===== config.mk =====
export PLATFORM = sky130hd
export DESIGN_NAME = longest_ones_run_with_flips
export DESIGN_NICKNAME = d
export VERILOG_FILES = /design/src/rtl/lor_pkg.sv /design/src/rtl/lor_cell.sv /design/src/rtl/lor_outq.sv /design/src/rtl/longest_ones_run_with_flips.sv
export SDC_FILE = /design/constraint.sdc
export NUM_CORES = 1
export LEC_CHECK = 0
export ABC_AREA = 1
export BUFFER_PORTS_ARGS = -buffer_cell sky130_fd_sc_hd__buf_2
export CAP_MARGIN = 10
export CORE_UTILIZATION = 25
export CTS_CLUSTER_DIAMETER = 60
export DETAILED_ROUTE_END_ITERATION = 8
export PLACE_DENSITY_LB_ADDON = 0.08
export SLEW_MARGIN = 20
export SYNTH_ARGS = -nofsm -noshare
export SYNTH_HDL_FRONTEND = slang
export SYNTH_HIERARCHICAL = 1
export SYNTH_SLANG_ARGS = --single-unit

===== constraint.sdc =====
create_clock -name clk -period 7.55 [get_ports clk]
set_input_delay 0.755 -clock clk [delete_from_list [all_inputs] [get_ports clk]]
set_output_delay 0.755 -clock clk [all_outputs]
set_load 0.005 [all_outputs]

===== src/rtl/lor_pkg.sv =====
// Shared types and constants for the longest ones run tracker.
package lor_pkg;

  localparam int LEN_W           = 16;
  localparam int FLIPS_W         = 4;
  localparam int MAX_FLIPS_DEF   = 15;
  localparam int INDEX_WIDTH_DEF = 16;
  localparam int ADDR_W          = 1;
  localparam int DATA_W          = 32;

  localparam logic [LEN_W-1:0]  LEN_MAX       = '1;
  localparam logic [ADDR_W-1:0] REG_MAX_FLIPS = '0;

  typedef struct packed {
    logic [LEN_W-1:0] window_len;
    logic [LEN_W-1:0] best_len;
    logic             overflow;
  } lor_result_t;

endpackage


===== src/rtl/lor_cell.sv =====
// One slot of the zero position chain: holds the n-th most recent zero.
module lor_cell #(
  parameter int INDEX_WIDTH = lor_pkg::INDEX_WIDTH_DEF
) (
  input  logic                   clk,
  input  logic                   rst,
  input  logic                   en,
  input  logic                   clear,
  input  logic                   shift,
  input  logic [INDEX_WIDTH-1:0] d_in,
  input  logic                   v_in,
  output logic [INDEX_WIDTH-1:0] d_q,
  output logic                   v_eff,
  output logic [INDEX_WIDTH-1:0] d_next,
  output logic                   v_next
);

  logic [INDEX_WIDTH-1:0] d;
  logic                   v;

  // a new sequence empties the slot before this bit is taken
  assign d_q    = d;
  assign v_eff  = v & ~clear;
  assign d_next = shift ? d_in : d;
  assign v_next = shift ? v_in : v_eff;

  always_ff @(posedge clk) begin
    if (rst) begin
      v <= 1'b0;
    end else if (en) begin
      v <= v_next;
    end
  end

  always_ff @(posedge clk) begin
    if (en) begin
      d <= d_next;
    end
  end

endmodule


===== src/rtl/lor_outq.sv =====
// Result register with one skid slot between the datapath and the output port.
module lor_outq (
  input  logic                clk,
  input  logic                rst,
  input  logic                push,
  input  lor_pkg::lor_result_t din,
  output logic                full,
  output logic                out_valid,
  input  logic                out_stall,
  output lor_pkg::lor_result_t dout
);

  lor_pkg::lor_result_t skid;
  logic                 skid_valid;
  logic                 take;

  assign take = out_valid & ~out_stall;
  assign full = skid_valid;

  always_ff @(posedge clk) begin
    if (rst) begin
      out_valid  <= 1'b0;
      skid_valid <= 1'b0;
    end else if (skid_valid) begin
      if (take) begin
        skid_valid <= 1'b0;
      end
    end else if (push) begin
      if (out_valid && !take) begin
        skid_valid <= 1'b1;
      end else begin
        out_valid <= 1'b1;
      end
    end else if (take) begin
      out_valid <= 1'b0;
    end
  end

  always_ff @(posedge clk) begin
    if (skid_valid) begin
      if (take) begin
        dout <= skid;
      end
    end else if (push) begin
      if (out_valid && !take) begin
        skid <= din;
      end else begin
        dout <= din;
      end
    end
  end

endmodule


===== src/rtl/longest_ones_run_with_flips.sv =====
// Top level: sliding window of ones with up to max_flips zeros, one bit per transfer.
// Takes one bit per clock while in_stall is low and returns one result per bit. The positions
// of the most recent MAX_FLIPS+1 zeros sit in a shift chain of cells; a zero bit advances the
// chain, and max_flips picks the cell that marks the window start. The per-bit update (chain
// tap, one subtract, one compare) is combinational, and a result register with one skid slot
// lets input keep flowing while a result waits. max_flips is written through the APB port at
// address 0; the user must write it only while idle, which the block does not enforce. Values
// above MAX_FLIPS act as MAX_FLIPS. Positions saturate at 2^INDEX_WIDTH-1 and raise overflow.
module longest_ones_run_with_flips #(
  parameter int MAX_FLIPS   = lor_pkg::MAX_FLIPS_DEF,
  parameter int INDEX_WIDTH = lor_pkg::INDEX_WIDTH_DEF
) (
  input  logic                       clk,
  input  logic                       rst,
  input  logic                       psel,
  input  logic                       penable,
  input  logic                       pwrite,
  input  logic [lor_pkg::ADDR_W-1:0] paddr,
  input  logic [lor_pkg::DATA_W-1:0] pwdata,
  output logic [lor_pkg::DATA_W-1:0] prdata,
  output logic                       pready,
  input  logic                       in_valid,
  output logic                       in_stall,
  input  logic                       bit_value,
  input  logic                       seq_start,
  output logic                       out_valid,
  input  logic                       out_stall,
  output logic [lor_pkg::LEN_W-1:0]  window_len,
  output logic [lor_pkg::LEN_W-1:0]  best_len,
  output logic                       overflow
);

  localparam int DEPTH = MAX_FLIPS + 1;
  localparam int KW    = (DEPTH > 1) ? $clog2(DEPTH) : 1;
  localparam int LW    = INDEX_WIDTH + 1;
  localparam int CW    = (lor_pkg::FLIPS_W > KW ? lor_pkg::FLIPS_W : KW) + 2;
  localparam logic [INDEX_WIDTH-1:0] POS_MAX = '1;

  logic [lor_pkg::FLIPS_W-1:0] max_flips;
  logic [INDEX_WIDTH-1:0]      position;
  logic [INDEX_WIDTH-1:0]      position_next;
  logic [lor_pkg::LEN_W-1:0]   best;
  logic [lor_pkg::LEN_W-1:0]   best_next;
  logic                        ovf;
  logic                        ovf_next;

  logic                        acc;
  logic                        clear;
  logic                        shift;
  logic [INDEX_WIDTH-1:0]      pos_eff;
  logic [INDEX_WIDTH-1:0]      p;
  logic                        at_max;
  logic [KW-1:0]               k;
  logic [INDEX_WIDTH-1:0]      zsel;
  logic                        zvalid;
  logic [LW-1:0]               len;
  logic [lor_pkg::LEN_W-1:0]   len_sat;
  logic [lor_pkg::LEN_W-1:0]   best_eff;
  logic                        full;
  lor_pkg::lor_result_t        res;
  lor_pkg::lor_result_t        res_q;

  logic [INDEX_WIDTH-1:0] c_din   [DEPTH];
  logic                   c_vin   [DEPTH];
  logic [INDEX_WIDTH-1:0] c_dq    [DEPTH];
  logic                   c_veff  [DEPTH];
  logic [INDEX_WIDTH-1:0] c_dnext [DEPTH];
  logic                   c_vnext [DEPTH];

  // configuration port
  assign pready = 1'b1;
  assign prdata = (paddr == lor_pkg::REG_MAX_FLIPS) ?
                  lor_pkg::DATA_W'(max_flips) : '0;

  always_ff @(posedge clk) begin
    if (rst) begin
      max_flips <= '0;
    end else if (psel && penable && pwrite && pready &&
                 paddr == lor_pkg::REG_MAX_FLIPS) begin
      max_flips <= pwdata[lor_pkg::FLIPS_W-1:0];
    end
  end

  assign in_stall = full;
  assign acc      = in_valid & ~in_stall;
  assign clear    = acc & seq_start;
  assign shift    = acc & ~bit_value;

  // clamp the index of this bit at the counter limit
  assign pos_eff       = seq_start ? '0 : position;
  assign at_max        = (pos_eff == POS_MAX);
  assign p             = pos_eff;
  assign position_next = at_max ? POS_MAX : pos_eff + INDEX_WIDTH'(1);
  assign ovf_next      = (seq_start ? 1'b0 : ovf) | at_max;
  assign best_eff      = seq_start ? '0 : best;

  assign k = (CW'(max_flips) > CW'(MAX_FLIPS)) ? KW'(MAX_FLIPS) : KW'(max_flips);

  genvar gi;
  generate
    for (gi = 0; gi < DEPTH; gi++) begin : g_cell
      if (gi == 0) begin : g_head
        assign c_din[gi] = p;
        assign c_vin[gi] = 1'b1;
      end else begin : g_link
        // a zero moves every stored position one cell down the chain
        assign c_din[gi] = c_dq[gi-1];
        assign c_vin[gi] = c_veff[gi-1];
      end
      lor_cell #(
        .INDEX_WIDTH(INDEX_WIDTH)
      ) u_cell (
        .clk    (clk),
        .rst    (rst),
        .en     (acc),
        .clear  (clear),
        .shift  (shift),
        .d_in   (c_din[gi]),
        .v_in   (c_vin[gi]),
        .d_q    (c_dq[gi]),
        .v_eff  (c_veff[gi]),
        .d_next (c_dnext[gi]),
        .v_next (c_vnext[gi])
      );
    end
  endgenerate

  // window start comes from the (k+1)-th most recent zero after this bit
  assign zsel   = c_dnext[k];
  assign zvalid = c_vnext[k];
  assign len    = zvalid ? LW'(p) - LW'(zsel) : LW'(p) + LW'(1);

  assign len_sat   = (len > LW'(lor_pkg::LEN_MAX)) ? lor_pkg::LEN_MAX
                                                   : lor_pkg::LEN_W'(len);
  assign best_next = (len_sat > best_eff) ? len_sat : best_eff;

  always_ff @(posedge clk) begin
    if (rst) begin
      position <= '0;
      best     <= '0;
      ovf      <= 1'b0;
    end else if (acc) begin
      position <= position_next;
      best     <= best_next;
      ovf      <= ovf_next;
    end
  end

  always_comb begin
    res.window_len = len_sat;
    res.best_len   = best_next;
    res.overflow   = ovf_next;
  end

  lor_outq u_outq (
    .clk       (clk),
    .rst       (rst),
    .push      (acc),
    .din       (res),
    .full      (full),
    .out_valid (out_valid),
    .out_stall (out_stall),
    .dout      (res_q)
  );

  assign window_len = res_q.window_len;
  assign best_len   = res_q.best_len;
  assign overflow   = res_q.overflow;

endmodule

==> results of run 1 <==
[layout make-up]
type                            count  area share
Sequential cell                   377       0.440
Multi-Input combinational cell   1912       0.357
Clock buffer                       75      0.0602
Tap cell                         1144      0.0585
Inverter                          230      0.0406
Timing Repair Buffer              101      0.0321
Clock inverter                     24      0.0114
[flip-flops by register name, indices dropped and copies added (netlist names)]
name               count
g_cell.u_cell/v       16
u_outq/out_valid       1
position              16
g_cell.u_cell/d_q    256
u_outq/skid           33
k                      4
ovf                    1
u_outq/dout           33
best                  16
u_outq/full            1
[cells in the final DEF (no fill, tap or decap), drive strengths merged, types with 9 or more instances in the layout]
cell type,count
nand2,1142
edfxtp,322
nor2,260
inv,230
o21ai,182
buf,101
nand3,94
clkbuf,75
dfxtp,55
o22ai,47
a21oi,42
ha,33
o221ai,32
conb,30
clkinv,16
xnor2,11
a31oi,9
[stage by stage]
step                      total power [mW]  std cells  hold WS (ps)
after global placement                3.83       3763           458
after detailed placement              3.83       3763           466
after global routing                  6.68       3863           413
after floorplan                       3.46       2674           445
after CTS                             6.44       3862           392
final                                 6.32       3863           441
[worst register-to-register path: cells and delay by family, from the launching register on]
kind	cells	cell delay, ps
simple gates	20	2500
buf+inv	9	1700
compound gates	6	1200
fa+ha+maj	2	580
flops	1	340
[power groups by stage]
stage	clock network, mW	logic [mW]	registers (mW)
2_1_floorplan	0	0.778	2.68
3_3_place_gp	0	1.14	2.69
3_5_place_dp	0	1.14	2.70
4_1_cts	2.64	1.14	2.66
5_1_grt	2.71	1.29	2.68
6_report	2.54	1.12	2.65
[how the worst max path moves through the flow]
| stage | endpoint | start | slack [ps] | cells past startpoint |
|---|---|---|---|---|
| floorplan | u_outq/dout[0]$_DFFE_PP_ | in_valid | 490 | 6 |
| global placement | u_outq/dout[4]$_DFFE_PP_ | in_valid | 530 | 39 |
| detailed placement | u_outq/dout[3]$_DFFE_PP_ | in_valid | 550 | 38 |
| CTS | u_outq/dout[4]$_DFFE_PP_ | k[0]$_SDFFE_PP0P_ | 990 | 31 |
| global route | u_outq/dout[4]$_DFFE_PP_ | k[0]$_SDFFE_PP0P_ | 410 | 31 |
| finish | u_outq/dout[4]$_DFFE_PP_ | u_outq/full$_SDFF_PP0_ | 1110 | 37 |
[layer usage]
metal  track usage  vias to the layer above  wire length [um]
li1              -                     8640                 -
met1         0.206                     8085             31400
met2         0.260                      298             31800
met3        0.0212                       91              2480
met4        0.0444                        2              1630
met5             0                        -                12
==> qor.csv, run 1 <==
metric,value,unit
status,"finished, final reports clean",
regToRegSetupSlack,1110,ps
cts_buffer_depth,3,
port_buffers,52,
grt_pass1_wl,104000,um
clock_latency,620,ps
crit_type,reg2reg,
synthCells,2646,
dp_hpwl,43600,um
die_w,296,um
seqPwrFrac,0.420,
hold_buffers,0,
cp_top_family,simple AND/OR/NAND/NOR gates,
pwr-share-comb,0.178,
area_growth,13.6,%
critPathMaxStageDelay,510,ps
post-route-period-util,0.853,
die_h,296,um
gp_congestion,0.821,
r2r-start,u_outq/full$_SDFF_PP0_,
fin_nets,2754,
tightest_slew,1010,ps
setup_slack,1110,ps
grt_start_max_net_pins,161,
viasPerCell,4.43,
swShare,0.299,
cp-end-kind,flop,
fmax,0.155,GHz
clockRootBuffer,clkbuf_16,
holdPathEnd,k[0]$_SDFFE_PP0P_,
routed_wl,67300,um
htreeDepth,2,
worstPathRequired,8020,ps
first_pass_iters,6,
dpl_cell_area,22700,um2
hp-start,pwdata[0],
hold_viol_final,0,
max-slew-margin-rel,0.327,
cts_setup_buffers,0,
reg2regPathDepth,37,
critPathLaunchType,flop,
cp_slowest_cell,inv_1,
clock_sinks,377,
intPower,4.43,mW
drive_above_1_share,0.113,
fillCellCount,9231,
grt.total_usage,0.155,
final_util,0.287,
max_cap_violations,0,
r2r_end,u_outq/dout[4]$_DFFE_PP_,
p_switching,1.89,mW
drt_iter0_drc,988,
final.setup_skew,27.5,ps
p_per_area,258,nW/um2
drc,0,
peakVddDrop,0.153,mV
finish.instance_area,24500,um2
tns,0,ps
finalSetupViolations,0,
cts_tree,yes,
ys_warn_count,6,
min_path_type,in2reg,
antenna_cells,0,
grt_pass1_vias,16800,
maxSlewViolCount,0,
p_leak,10.9,nW
gr-total-overflow,0,
min_path_cells,3,
crit_buf_inv,9,
start_util,0.253,
seq_area,10800,um2
ant_nets,0,
antenna_found_initial,1,
cts.reportedPaths.clkPinSlew,60,ps
cts_buffers,56,
num_vias,17100,
coreArea,85300,um2
post_synth.cell_area_avg,8.14,um2
num_rows,107,
wire_per_inst,17.4,um
die-area,87400,um2
cp_common_cell,nand2_1,
fin_crit,6440,ps
dp_worst_setup_slack,546,ps
syn_area,21600,um2
rsz0062_at_grt,no,
p_clk_frac,0.402,
multi_input_area,8730,um2
cp.arrival,6920,ps
io_pins,110,
cp_max_fo,41,
cts-resized-gates,0,
(Power assumes the default switching activity.)
==> run 2, diff against run 1 <==
--- a/config.mk
+++ b/config.mk
@@ -8,7 +8,7 @@
 export ABC_AREA = 1
 export BUFFER_PORTS_ARGS = -buffer_cell sky130_fd_sc_hd__buf_2
 export CAP_MARGIN = 10
-export CORE_UTILIZATION = 25
+export CORE_UTILIZATION = 56
 export CTS_CLUSTER_DIAMETER = 60
 export DETAILED_ROUTE_END_ITERATION = 8
 export PLACE_DENSITY_LB_ADDON = 0.08
==> run 2 against run 1 <==
  * Sequential power barely moved
  * Wire length fell by 23%
  * Via count fell by 2.0%
  * First-iteration DRC count rose by 48%
  * Clock-buffer cell count fell by 17
  * Maximum frequency fell by 2.7%
  * Die area fell by 55%
  * Register-to-register slack got worse by 180 ps
  * Sequential share of layout area rose by 2.5 points
  * Clock power fell by 14%
  * Sequential cell count did not move
==> qor.csv, run 2 (same netlist as run 1, synthesis figures left out) <==
metric,value,unit
num_vias,16800,
drc,0,
cp_common_cell,nand2_1,
hold_buffers,0,
cts.reportedPaths.clkPinSlew,60,ps
clock_latency,560,ps
fin_nets,2724,
clock_sinks,377,
htreeDepth,2,
peakVddDrop,0.190,mV
dp_hpwl,33800,um
drive_above_1_share,0.104,
cts_tree,yes,
antenna_cells,0,
gp_congestion,0.890,
totalPowerFinal,5.88,mW
clockRootBuffer,clkbuf_16,
post-route-period-util,0.877,
critPathLaunchType,flop,
coreArea,37800,um2
grt_pass1_vias,15900,
gr-total-overflow,0,
hold_viol_final,0,
min_path_type,reg2reg,
fmax,0.151,GHz
viasPerCell,5.25,
rsz0062_at_grt,no,
maxSlewViolCount,0,
first_pass_iters,5,
p_per_area,254,nW/um2
start_util,0.571,
io_pins,110,
dpl_cell_area,21700,um2
crit_buf_inv,7,
cts-resized-gates,0,
die-area,39300,um2
critPathMaxStageDelay,430,ps
grt.total_usage,0.269,
cp.arrival,7050,ps
mostFrequentLayoutCell,nand2_1,
die_h,198,um
area_growth,7.55,%
grt_start_max_net_pins,192,
status,"finished, final reports clean",
crit_type,reg2reg,
final.setup_skew,12.2,ps
tightest_slew,1110,ps
cp_slowest_cell,inv_1,
cts_buffers,43,
antenna_found_initial,0,
cp_max_fo,71,
cp-end-kind,flop,
finish.instance_area,23200,um2
p_leak,10.6,nW
cp_top_family,simple AND/OR/NAND/NOR gates,
wire_per_inst,16.2,um
final_cell_mix,"nand2_1 (1079), edfxtp_1 (322), nor2_1 (249), inv_1 (208), o21ai_0 (158)",
routed_wl,51700,um
max-slew-margin-rel,0.260,
die_w,198,um
cts_buffer_depth,3,
hold_ws,474,ps
port_buffers,52,
tns,0,ps
largest_reg_flops,256,
ant_nets,0,
drt_iter0_drc,1459,
finalSetupViolations,0,
max_cap_violations,0,
cts_setup_buffers,0,
num_rows,71,
grt_pass1_wl,84000,um
worstPathRequired,7980,ps
fin_crit,6620,ps
[run 2: cell count changes in the layout (fill, tap and decap cells not counted), sizes merged]
cell      before  now
clkinvlp       3    2
inv          230  231
clkbuf        75   58
clkinv        16   11
bufinv         5    6
buf          101   84
[run 2: metal layers]
layer | GRT usage | part of all wire | up-vias
met1 | 0.360 | 0.45 | 7691
met2 | 0.455 | 0.48 | 450
met5 | 0 | 0 | -
met4 | 0.0810 | 0.025 | 0
met3 | 0.0359 | 0.049 | 75
li1 | - | - | 8554
[run 2: final cells by class]
class                      instances  area [um2]
fill                            3379       14600
clock buffer                      58        1200
timing repair buffer              84         563
sequential                       377       10800
inverter                         230         993
multi-input combinational       1912        8730
clock inverter                    20         267
tap                              511         639
[run 2: worst paths after layout]
kind                              from                         to  slack [ps]  cells after the start
max             u_outq/full$_SDFF_PP0_   u_outq/dout[4]$_DFFE_PP_         930                     39
min reg2reg  position[14]$_SDFFE_PP0P_  position[14]$_SDFFE_PP0P_         470                      2
min          position[14]$_SDFFE_PP0P_  position[14]$_SDFFE_PP0P_         470                      2
max reg2reg     u_outq/full$_SDFF_PP0_   u_outq/dout[4]$_DFFE_PP_         930                     39
[run 2: worst reg2reg max path, delay by kind of cell (launching register included)]
kind | cells | cell delay [ps]
fa+ha+maj | 3 | 900
flops | 1 | 330
simple gates | 26 | 3520
compound gates | 3 | 540
buf+inv | 7 | 1220
[run 2: metrics by stage]
step / instances / setup slack, ps / util
floorplan: 2674 / 492 / -
global placement: 3114 / 483 / 0.575
detailed placement: 3114 / 391 / 0.575
CTS: 3192 / 915 / 0.614
global route: 3192 / 356 / 0.614
finish: 3192 / 925 / 0.614
[run 2: power by group]
part	internal (mW)	switching (mW)	leakage, nW
Clock	1.33	0.859	0.715
Sequential	2.56	0.0932	3.62
Combinational	0.326	0.719	6.29
Total	4.21	1.67	10.6
